===== src/design/clt_pkg.sv =====
// ----------------------------------------------------------------------------
// clt_pkg
// Shared types, codes and keyword constants for the command line tokenizer.
// ----------------------------------------------------------------------------
package clt_pkg;

    localparam int TOKEN_MAX_DEFAULT = 16;
    localparam int LINE_MAX_DEFAULT  = 128;

    localparam int WORD_CNT_W = 6;
    localparam int TAIL_CNT_W = 8;
    localparam int KW_COUNT   = 8;
    localparam int KW_CHARS   = 8;

    localparam logic [1:0] ROLE_SKIP = 2'd0;
    localparam logic [1:0] ROLE_CMD  = 2'd1;
    localparam logic [1:0] ROLE_ARG  = 2'd2;
    localparam logic [1:0] ROLE_END  = 2'd3;

    localparam logic [3:0] KIND_EMPTY    = 4'd0;
    localparam logic [3:0] KIND_DIR      = 4'd1;
    localparam logic [3:0] KIND_TYPE     = 4'd2;
    localparam logic [3:0] KIND_CD       = 4'd3;
    localparam logic [3:0] KIND_CLS      = 4'd4;
    localparam logic [3:0] KIND_VER      = 4'd5;
    localparam logic [3:0] KIND_ECHO     = 4'd6;
    localparam logic [3:0] KIND_EXIT     = 4'd7;
    localparam logic [3:0] KIND_EXTERNAL = 4'd8;

    localparam logic [7:0] CH_NUL   = 8'h00;
    localparam logic [7:0] CH_SPACE = 8'h20;
    localparam logic [7:0] CH_TAB   = 8'h09;
    localparam logic [7:0] CH_LOW_A = 8'h61;
    localparam logic [7:0] CH_LOW_Z = 8'h7A;
    localparam logic [7:0] CASE_OFS = 8'h20;

    localparam logic [7:0] KW_TEXT [KW_COUNT][KW_CHARS] = '{
        '{"D", "I", "R", 8'h00, 8'h00, 8'h00, 8'h00, 8'h00},
        '{"T", "Y", "P", "E",   8'h00, 8'h00, 8'h00, 8'h00},
        '{"C", "D", 8'h00, 8'h00, 8'h00, 8'h00, 8'h00, 8'h00},
        '{"C", "H", "D", "I",   "R",   8'h00, 8'h00, 8'h00},
        '{"C", "L", "S", 8'h00, 8'h00, 8'h00, 8'h00, 8'h00},
        '{"V", "E", "R", 8'h00, 8'h00, 8'h00, 8'h00, 8'h00},
        '{"E", "C", "H", "O",   8'h00, 8'h00, 8'h00, 8'h00},
        '{"E", "X", "I", "T",   8'h00, 8'h00, 8'h00, 8'h00}
    };

    localparam logic [WORD_CNT_W-1:0] KW_LEN [KW_COUNT] = '{
        6'd3, 6'd4, 6'd2, 6'd5, 6'd3, 6'd3, 6'd4, 6'd4
    };

    localparam logic [3:0] KW_KIND [KW_COUNT] = '{
        KIND_DIR, KIND_TYPE, KIND_CD, KIND_CD, KIND_CLS, KIND_VER, KIND_ECHO, KIND_EXIT
    };

    typedef struct packed {
        logic [1:0]            role;
        logic [7:0]            out_char;
        logic [7:0]            position;
        logic [3:0]            kind;
        logic [WORD_CNT_W-1:0] command_length;
        logic [TAIL_CNT_W-1:0] argument_length;
    } clt_result_t;

endpackage


===== src/design/clt_kw_match.sv =====
// ----------------------------------------------------------------------------
// clt_kw_match
// Keyword candidate narrowing and end-of-line command kind selection.
// ----------------------------------------------------------------------------
module clt_kw_match (
    input  logic [clt_pkg::WORD_CNT_W-1:0] word_count,
    input  logic [7:0]                     upper_char,
    input  logic [clt_pkg::KW_COUNT-1:0]   alive,
    output logic [clt_pkg::KW_COUNT-1:0]   alive_next,
    output logic [3:0]                     kind
);

    always_comb begin
        alive_next = alive;
        for (int k = 0; k < clt_pkg::KW_COUNT; k++) begin
            if (word_count >= clt_pkg::KW_LEN[k]) begin
                alive_next[k] = 1'b0;
            end else if (clt_pkg::KW_TEXT[k][word_count[2:0]] != upper_char) begin
                alive_next[k] = 1'b0;
            end
        end
    end

    always_comb begin
        kind = clt_pkg::KIND_EXTERNAL;
        for (int k = clt_pkg::KW_COUNT - 1; k >= 0; k--) begin
            if (alive[k] && (clt_pkg::KW_LEN[k] == word_count)) begin
                kind = clt_pkg::KW_KIND[k];
            end
        end
        if (word_count == '0) begin
            kind = clt_pkg::KIND_EMPTY;
        end
    end

endmodule


===== src/design/clt_step.sv =====
// ----------------------------------------------------------------------------
// clt_step
// Line state registers and per-byte phase logic of the tokenizer.
// ----------------------------------------------------------------------------
module clt_step #(
    parameter int TOKEN_MAX = clt_pkg::TOKEN_MAX_DEFAULT,
    parameter int LINE_MAX  = clt_pkg::LINE_MAX_DEFAULT
) (
    input  logic                 aclk,
    input  logic                 aresetn,
    input  logic                 advance,
    input  logic [7:0]           ch,
    output clt_pkg::clt_result_t result
);

    localparam logic [2:0] PH_LEAD = 3'd0;
    localparam logic [2:0] PH_WORD = 3'd1;
    localparam logic [2:0] PH_DROP = 3'd2;
    localparam logic [2:0] PH_GAP  = 3'd3;
    localparam logic [2:0] PH_ARG  = 3'd4;

    localparam logic [clt_pkg::WORD_CNT_W-1:0] WORD_LIMIT =
        clt_pkg::WORD_CNT_W'(TOKEN_MAX - 1);
    localparam logic [clt_pkg::TAIL_CNT_W-1:0] TAIL_LIMIT =
        clt_pkg::TAIL_CNT_W'(LINE_MAX - 1);

    logic [2:0]                       phase_reg;
    logic [2:0]                       phase_next;
    logic [clt_pkg::WORD_CNT_W-1:0]   word_count_reg;
    logic [clt_pkg::WORD_CNT_W-1:0]   word_count_next;
    logic [clt_pkg::TAIL_CNT_W-1:0]   tail_count_reg;
    logic [clt_pkg::TAIL_CNT_W-1:0]   tail_count_next;
    logic [clt_pkg::KW_COUNT-1:0]     alive_reg;
    logic [clt_pkg::KW_COUNT-1:0]     alive_next;
    logic [clt_pkg::KW_COUNT-1:0]     alive_narrowed;
    logic [3:0]                       kind;
    logic [7:0]                       upper_char;
    logic                             ws;

    assign ws = (ch == clt_pkg::CH_SPACE) || (ch == clt_pkg::CH_TAB);
    assign upper_char = ((ch >= clt_pkg::CH_LOW_A) && (ch <= clt_pkg::CH_LOW_Z)) ?
                        (ch - clt_pkg::CASE_OFS) : ch;

    clt_kw_match u_kw_match (
        .word_count (word_count_reg),
        .upper_char (upper_char),
        .alive      (alive_reg),
        .alive_next (alive_narrowed),
        .kind       (kind)
    );

    always_comb begin
        phase_next      = phase_reg;
        word_count_next = word_count_reg;
        tail_count_next = tail_count_reg;
        alive_next      = alive_reg;
        result          = '0;

        if (ch == clt_pkg::CH_NUL) begin
            result.role            = clt_pkg::ROLE_END;
            result.kind            = kind;
            result.command_length  = word_count_reg;
            result.argument_length = tail_count_reg;
            phase_next             = PH_LEAD;
            word_count_next        = '0;
            tail_count_next        = '0;
            alive_next             = '1;
        end else begin
            if ((phase_reg == PH_LEAD) && !ws) begin
                phase_next = PH_WORD;
            end

            if (phase_next == PH_WORD) begin
                if (ws) begin
                    phase_next = PH_GAP;
                end else if (word_count_reg < WORD_LIMIT) begin
                    result.role     = clt_pkg::ROLE_CMD;
                    result.out_char = upper_char;
                    result.position = 8'(word_count_reg);
                    alive_next      = alive_narrowed;
                    word_count_next = word_count_reg + 1'b1;
                end else begin
                    phase_next = PH_DROP;
                end
            end else if (phase_next == PH_DROP) begin
                if (ws) begin
                    phase_next = PH_GAP;
                end
            end else if (phase_next == PH_GAP) begin
                if (!ws) begin
                    phase_next = PH_ARG;
                end
            end else if ((phase_next != PH_ARG) && (phase_next != PH_LEAD)) begin
                phase_next      = PH_LEAD;
                word_count_next = '0;
                tail_count_next = '0;
                alive_next      = '1;
            end

            if ((phase_next == PH_ARG) && (result.role == clt_pkg::ROLE_SKIP)) begin
                if (tail_count_reg < TAIL_LIMIT) begin
                    result.role     = clt_pkg::ROLE_ARG;
                    result.out_char = ch;
                    result.position = tail_count_reg;
                    tail_count_next = tail_count_reg + 1'b1;
                end
            end
        end
    end

    always_ff @(posedge aclk) begin
        if (!aresetn) begin
            phase_reg      <= PH_LEAD;
            word_count_reg <= '0;
            tail_count_reg <= '0;
            alive_reg      <= '1;
        end else if (advance) begin
            phase_reg      <= phase_next;
            word_count_reg <= word_count_next;
            tail_count_reg <= tail_count_next;
            alive_reg      <= alive_next;
        end
    end

endmodule


===== src/design/command_line_tokenize_classify_unit.sv =====
// ----------------------------------------------------------------------------
// command_line_tokenize_classify_unit
// Byte-stream command line tokenizer with keyword classification.
// ----------------------------------------------------------------------------
// Input channel s_*: one line byte per transaction on s_ch; a zero byte ends
// the line. Result channel m_*: exactly one result transaction per input
// transaction, in order: role, emitted character and its position, and at
// the end of a line the command kind and the stored word and argument lengths.
// Each accepted transaction is captured in the input register, passes through
// the phase logic into the result register and is then offered on m_valid.
// Throughput: one transaction per cycle while m_ready stays high, set by the
// single registered pass through the phase logic and line state in clt_step.
// An input register and a result register part the two sides, so s_ready
// stays high while a finished result waits; when the receiver holds m_ready
// low, both registers fill and s_ready drops until the result is taken.
// Reset (aresetn low at a clock edge) empties both registers and returns the
// line state to the start of a new line.
// ----------------------------------------------------------------------------
module command_line_tokenize_classify_unit #(
    parameter int TOKEN_MAX = clt_pkg::TOKEN_MAX_DEFAULT,
    parameter int LINE_MAX  = clt_pkg::LINE_MAX_DEFAULT
) (
    input  logic                               aclk,
    input  logic                               aresetn,
    input  logic                               s_valid,
    output logic                               s_ready,
    input  logic [7:0]                         s_ch,
    output logic                               m_valid,
    input  logic                               m_ready,
    output logic [1:0]                         m_role,
    output logic [7:0]                         m_out_char,
    output logic [7:0]                         m_position,
    output logic [3:0]                         m_kind,
    output logic [clt_pkg::WORD_CNT_W-1:0]     m_command_length,
    output logic [clt_pkg::TAIL_CNT_W-1:0]     m_argument_length
);

    logic                 in_valid_reg;
    logic [7:0]           ch_reg;
    logic                 out_valid_reg;
    clt_pkg::clt_result_t result_reg;
    clt_pkg::clt_result_t step_result;
    logic                 advance;

    assign advance = in_valid_reg && (!out_valid_reg || m_ready);
    assign s_ready = !in_valid_reg || advance;

    clt_step #(
        .TOKEN_MAX (TOKEN_MAX),
        .LINE_MAX  (LINE_MAX)
    ) u_step (
        .aclk    (aclk),
        .aresetn (aresetn),
        .advance (advance),
        .ch      (ch_reg),
        .result  (step_result)
    );

    always_ff @(posedge aclk) begin
        if (!aresetn) begin
            in_valid_reg  <= 1'b0;
            out_valid_reg <= 1'b0;
        end else begin
            if (s_ready) begin
                in_valid_reg <= s_valid;
            end
            if (advance) begin
                out_valid_reg <= 1'b1;
            end else if (m_ready) begin
                out_valid_reg <= 1'b0;
            end
        end
    end

    always_ff @(posedge aclk) begin
        if (s_valid && s_ready) begin
            ch_reg <= s_ch;
        end
        if (advance) begin
            result_reg <= step_result;
        end
    end

    assign m_valid           = out_valid_reg;
    assign m_role            = result_reg.role;
    assign m_out_char        = result_reg.out_char;
    assign m_position        = result_reg.position;
    assign m_kind            = result_reg.kind;
    assign m_command_length  = result_reg.command_length;
    assign m_argument_length = result_reg.argument_length;

endmodule


===== config.mk =====
export PLATFORM = sky130hd
export DESIGN_NAME = command_line_tokenize_classify_unit
export DESIGN_NICKNAME = d
export VERILOG_FILES = /design/src/design/clt_pkg.sv /design/src/design/clt_kw_match.sv /design/src/design/clt_step.sv /design/src/design/command_line_tokenize_classify_unit.sv
export SDC_FILE = /design/constraint.sdc
export NUM_CORES = 1
export LEC_CHECK = 0
export BUFFER_PORTS_ARGS = -buffer_cell sky130_fd_sc_hd__buf_2
export CAP_MARGIN = 10
export CORE_ASPECT_RATIO = 0.75
export CORE_MARGIN = 8
export CORE_UTILIZATION = 58
export DETAILED_ROUTE_END_ITERATION = 16
export PLACE_DENSITY = 0.9
export SETUP_SLACK_MARGIN = 0.3
export SLEW_MARGIN = 30
export SYNTH_ARGS = -nofsm -noshare
export SYNTH_HDL_FRONTEND = slang
export SYNTH_SLANG_ARGS = --single-unit

===== constraint.sdc =====
create_clock -name aclk -period 2.8 [get_ports aclk]
set_input_delay 0.56 -clock aclk [delete_from_list [all_inputs] [get_ports aclk]]
set_output_delay 0.56 -clock aclk [all_outputs]
set_load 0.01 [all_outputs]

# == Word-level counts from Yosys, hierarchy flattened ==
# Memories as Yosys holds them, arrays and structs flattened.
# Cells that the tools add are included.
# word_totals
romBits,512
elab_cells,198
inputBits,12
n_memories,8
ff_bits,71
# memory_table
memory,words,word_bits,read_ports,rd_clocked_by_memory_dff,write_ports,line,text
(name not given),8,8,1,0,0,clt_kw_match.sv:18,end else if (clt_pkg::KW_TEXT[k][word_count[2:0]] != upper_char) begin
(name not given),8,8,1,0,0,clt_kw_match.sv:18,
(name not given),8,8,1,0,0,clt_kw_match.sv:18,
(name not given),8,8,1,0,0,clt_kw_match.sv:18,
(name not given),8,8,1,0,0,clt_kw_match.sv:18,
(name not given),8,8,1,0,0,clt_kw_match.sv:18,
+2 memories,--,--,--,--,--,--,
# op_classes
reduce_logical,40
magnitude_cmp,9
muxes,82
n_addsub,3
n_eq_ne,31
bitwise,2
# ops
op,n
$mux 8,31
$mux 18,5
$ne 8x8->1,8
$reduce_and 7->1,8
$mux 3,15
$mux 6,7
$ne 4x3->1 const B,8
$mux 1,19
$mux 17,1
$logic_and 1x1->1,14
$eq 2x6->1 const A,2
$eq 3x6->1 const A,2
$ge 6x2->1 const B,2
$ge 6x3->1 const B,2
$reduce_or 9->1,1
$add 8x1->8 const B,1
$eq 8x4->1 const B,1
$eq 8x6->1 const B,1
$ge 8x7->1 const B,1
$le 8x7->1 const B,1
$logic_not 8->1,1
$lt 8x7->1 const B,1
$sub 8x6->8 const B,1
$add 6x1->6 const B,1
other kinds (23),33

# == Longest topological paths before layout ==
# depth
ltp_word,17
ltp_mapped,9

# == By module ==
# Synthesis repeated with hierarchy kept, for this count alone.
# hier_totals
hier_cells,407
hier_area_um2,4020.1
# modules_own_cells
mod,cells_each,instances,area_per_inst_um2
clt_step,223,1,1736.7
command_line_tokenize_classify_unit,53,1,1425.1
clt_kw_match,131,1,858.3

# == Worst setup path before layout ==
# No wires, ideal clock.
# synth_timing
path_type,input -> register
start,in m_ready
end,reg u_step.tail_count_reg[2] in the netlist's numbering
stages,7
path_slack_ns,0.287
t_required_ns,2.673
t_arrival_ns,2.386
setup_time_ns,0.127
cell_sequence,nand2b_1 > nand2_1 > inv_1 > clkbuf_1 > nand2_1 > o2111ai_1 > o21ai_0
# synth_via
elab_chain_len,2
# synth_lines
element,line,text
"start, declared",command_line_tokenize_classify_unit.sv:29,"input logic m_ready,"
$logic_or 1x1->1,command_line_tokenize_classify_unit.sv:45,assign advance = in_valid_reg && (!out_valid_reg || m_ready);
$logic_and 1x1->1,command_line_tokenize_classify_unit.sv:45,
via advance,command_line_tokenize_classify_unit.sv:43,logic advance;
"end signal, assigned",clt_step.sv:120,tail_count_reg <= tail_count_next;
"end, declared",clt_step.sv:31,logic [clt_pkg::TAIL_CNT_W-1:0] tail_count_reg;
# The timed path passes the listed nets, and every way through them passes these cells.
# A chain may end at the register's enable or synchronous reset.

# == Worst setup path after layout ==
# layout_timing
start,reg u_step.word_count_reg[1] in the netlist's numbering
end,reg result_reg (netlist bit m_kind[0]) (data pin)
# layout_via
elab_chain_len,10
word_cells_on_any_way,22
classes_between,eq/ne: 4; mux: 8; reduce/logical: 10
# layout_lines
element,line,text
"start, declared",clt_step.sv:29,logic [clt_pkg::WORD_CNT_W-1:0] word_count_reg;
"start signal, assigned",clt_step.sv:119,word_count_reg <= word_count_next;
$eq 3x6->1,clt_kw_match.sv:27,if (alive[k] && (clt_pkg::KW_LEN[k] == word_count)) begin
$logic_and 1x1->1,clt_kw_match.sv:27,
$mux 4,clt_kw_match.sv:27,
$mux 3 (3 in a row),clt_kw_match.sv:27,
$mux 2 (3 in a row),clt_kw_match.sv:27,
$mux 1,clt_kw_match.sv:27,
"end signal, assigned",command_line_tokenize_classify_unit.sv:80,result_reg <= step_result;
"end, declared",command_line_tokenize_classify_unit.sv:41,clt_pkg::clt_result_t result_reg;
# Parallel ways exist; a longest one is shown, timed or not.

==> results.yml <==
outcome:
  outcome: "completed"
floorplan:
  core_mm2: 0.00673
  fp.dieW_um: 112
  initial_core_util_pct: 59.0
  ios: 50
  design.die.area_mm2: 0.00978
  die_h_um: 87.7
  rows: 26
synth:
  synth_cell_types: 74
  yosysWarnings: 0
  yosys.area_share.simple_pct: 23.3
  synth_xor_area_share_pct: 2.87
  synth_top_family_by_area: "simple AND/OR/NAND/NOR gates"
  synthArstFlopShare_pct: 0
  yosysTopAreaCell: "edfxtp_1"
  seq_area_frac_synth_pct: 46.9
  synthTopCellsByArea: "edfxtp_1, dfxtp_1, nand2_1"
  ys_seq_elements: 71
  synth.area.mux_share_pct: 0.284
  synth.top_cell.area_share_pct: 33.3
  synth_edf_count: 44
  synth_compound_area_share_pct: 19.3
  synthAdderAreaFrac_pct: 2.84
  synth_area_mm2: 0.00397
  syn_avg_cell_area_um2: 9.81
  postSynthNetCount: 426
  synthCells: 405
  synth-main-ff-cell: "edfxtp_1"
sta:
  fin_crit_ps: 2380
  clock_skew_ps: 11.9
  timing.fmax_ghz: 0.420
  slew_headroom_pct: 42.1
  slew_violations: 0
  finalSetupViolations: 0
  timing.setup.tns_ps: 0
  fin_crit_sh_pct: 85.1
  report.final.hold_viol_count: 0
  rsz0062_at_grt: "no"
  worst_pin_slew_ps: 861
worst_setup_path:
  worstReg2RegEnd: "m_kind[0]"
  crit_family: "compound AO/OA/AOI/OAI gates"
  r2r-start: "u_step.word_count_reg[1]"
  cp-end-kind: "flop"
  path_cells: "buf_4, ha_1, nand2_1, o21ai_0, and2_1, o21ai_0, a221oi_1"
  critical_path_class: "reg2reg"
  crit_fanout: 7
  cp.required_ps: 2920
  worstRegToRegCells: 7
  r2r_slack_ps: 420
  critPathArrivalTime_ps: 2500
  slowest_delay_ps: 480
  worst_path_most_repeated_cell: "o21ai_0"
  path_buf_inv: 1
  critical_path.slowest_cell: "dfxtp_1"
  start_kind: "flop"
power_and_ir_drop:
  power.leakage_uw: 0.00169
  p_per_area_mw_per_mm2: 501
  ir_drop_v: 0.000290
global_routing:
  grt_overflow_total: 0
  grt_pass1_vias: 3308
  grt_max_degree: 29
  grt_pass1_wl_mm: 16.5
  grt_antenna_before_repair: 0
  grt_usage_pct: 21.1
detailed_routing:
  antenna_left: 0
  wl_per_cell_um: 18.4
  wirelength_mm: 10.0
  route.detailed.drc: 0
  vias_per_cell: 6.43
  dr.pass1.iters: 5
  drtIter0Drc: 350
  vias: 3490
final_layout:
  diodes: 0
  layout_common_cells: "buf_2, edfxtp_1, nand2_1"
  fin_util_pct: 67.4
  area_delta_synth_final_pct: 14.3
  mostFrequentLayoutCell: "buf_2"
  layout.nets: 475
  drive_gt1_share_pct: 22.4
  final_cell_area_mm2: 0.00454
clocking:
  cts_root_buffer: "clkbuf_8"
  cts_max_level: 3
  clk_pin_slew_worst_paths_ps: 80
  cts_buffer_depth: 2
  numClockSinks: 71
  ctsHoldBuffers: 0
  tritoncts: "yes"
  insertion_delay_ps: 360
  cts_buffers: 9
min_path:
  hold_depth: 1
  min_to: "ch_reg[7]"
  min_from: "s_ch[7]"
  hold_path.class: "in2reg"
placed_design:
  dp_hpwl_mm: 7.01
  portBuffers: 49
  gp_congestion: 1.01
  place_area_mm2: 0.00429
job:
  cap_violations: 0
-- cells by family after synthesis --
| family | after synthesis |
|---|---|
| buffers and inverters | 41 |
| multiplexers | 1 |
| AND/OR/NAND/NOR | 166 |
| AO/OA/AOI/OAI | 103 |
| adder cells (fa/ha/maj) | 9 |
| XOR/XNOR | 13 |
| other | 1 |
| flip-flops | 71 |
-- worst max path at each step --
stage	endpoint	cells past startpoint	slack (ps)	startpoint
2_1_floorplan	u_step.alive_reg[5]	8	640	u_step.word_count_reg[0]
3_3_place_gp	m_position[3]	7	400	ch_reg[6]
6_report	m_kind[0]	7	420	u_step.word_count_reg[1]
5_1_grt	m_out_char[4]	6	340	ch_reg[5]
4_1_cts	m_out_char[0]	7	340	ch_reg[6]
3_5_place_dp	m_position[2]	7	280	ch_reg[6]
-- area by class of cell --
type / count / area, um2
Fill cell: 515 / 2190
Multi-Input combinational cell: 293 / 1950
Sequential cell: 71 / 1860
Timing Repair Buffer: 67 / 380
Clock buffer: 10 / 128
Tap cell: 84 / 105
Clock inverter: 6 / 67.6
Inverter: 12 / 45.0
-- report_power, final --
group	internal [uW]	switching (uW)
registers	1150	32.7
clock network	416	414
logic	103	156
total	1670	602
-- repair_timing --
item,4_1_cts,5_1_grt
gates resized for setup,0,5
setup endpoints to repair,5,13
pin swaps,1,2
setup buffers,1,4
-- stage by stage --
stage / hold WS [ps] / total power [uW] / setup slack (ps) / std cells
2_1_floorplan: 457 / 1370 / 644 / 405
3_3_place_gp: 502 / 1450 / 403 / 522
3_5_place_dp: 511 / 1450 / 276 / 522
4_1_cts: 365 / 2270 / 339 / 539
5_1_grt: 359 / 2350 / 342 / 543
6_report: 378 / 2270 / 416 / 543
-- cells in the mapped netlist (3+ instances only) --
master,number
o2111ai_1,6
nor2_1,28
a22o_1,4
a21oi_1,20
inv_1,12
or2_2,3
nor2b_1,4
xnor2_1,7
nand4_1,7
o211ai_1,4
nand3_1,19
buf_2,6
and2_1,12
ha_1,9
edfxtp_1,44
nand2_1,33
clkbuf_1,20
nand3b_1,4
o21ai_0,23
nor3_1,8
and3_1,15
a31oi_1,5
xor2_1,6
a221o_1,4
and4_1,3
nor4_1,5
dfxtp_1,27
-- per-layer routing --
metal	global-route usage (%)	wire length, um
met5	0	0
met4	7.79	111
met3	7.85	1210
met2	32.6	4490
met1	26.7	4200
Note: power is estimated with default switching activity, not from simulation.
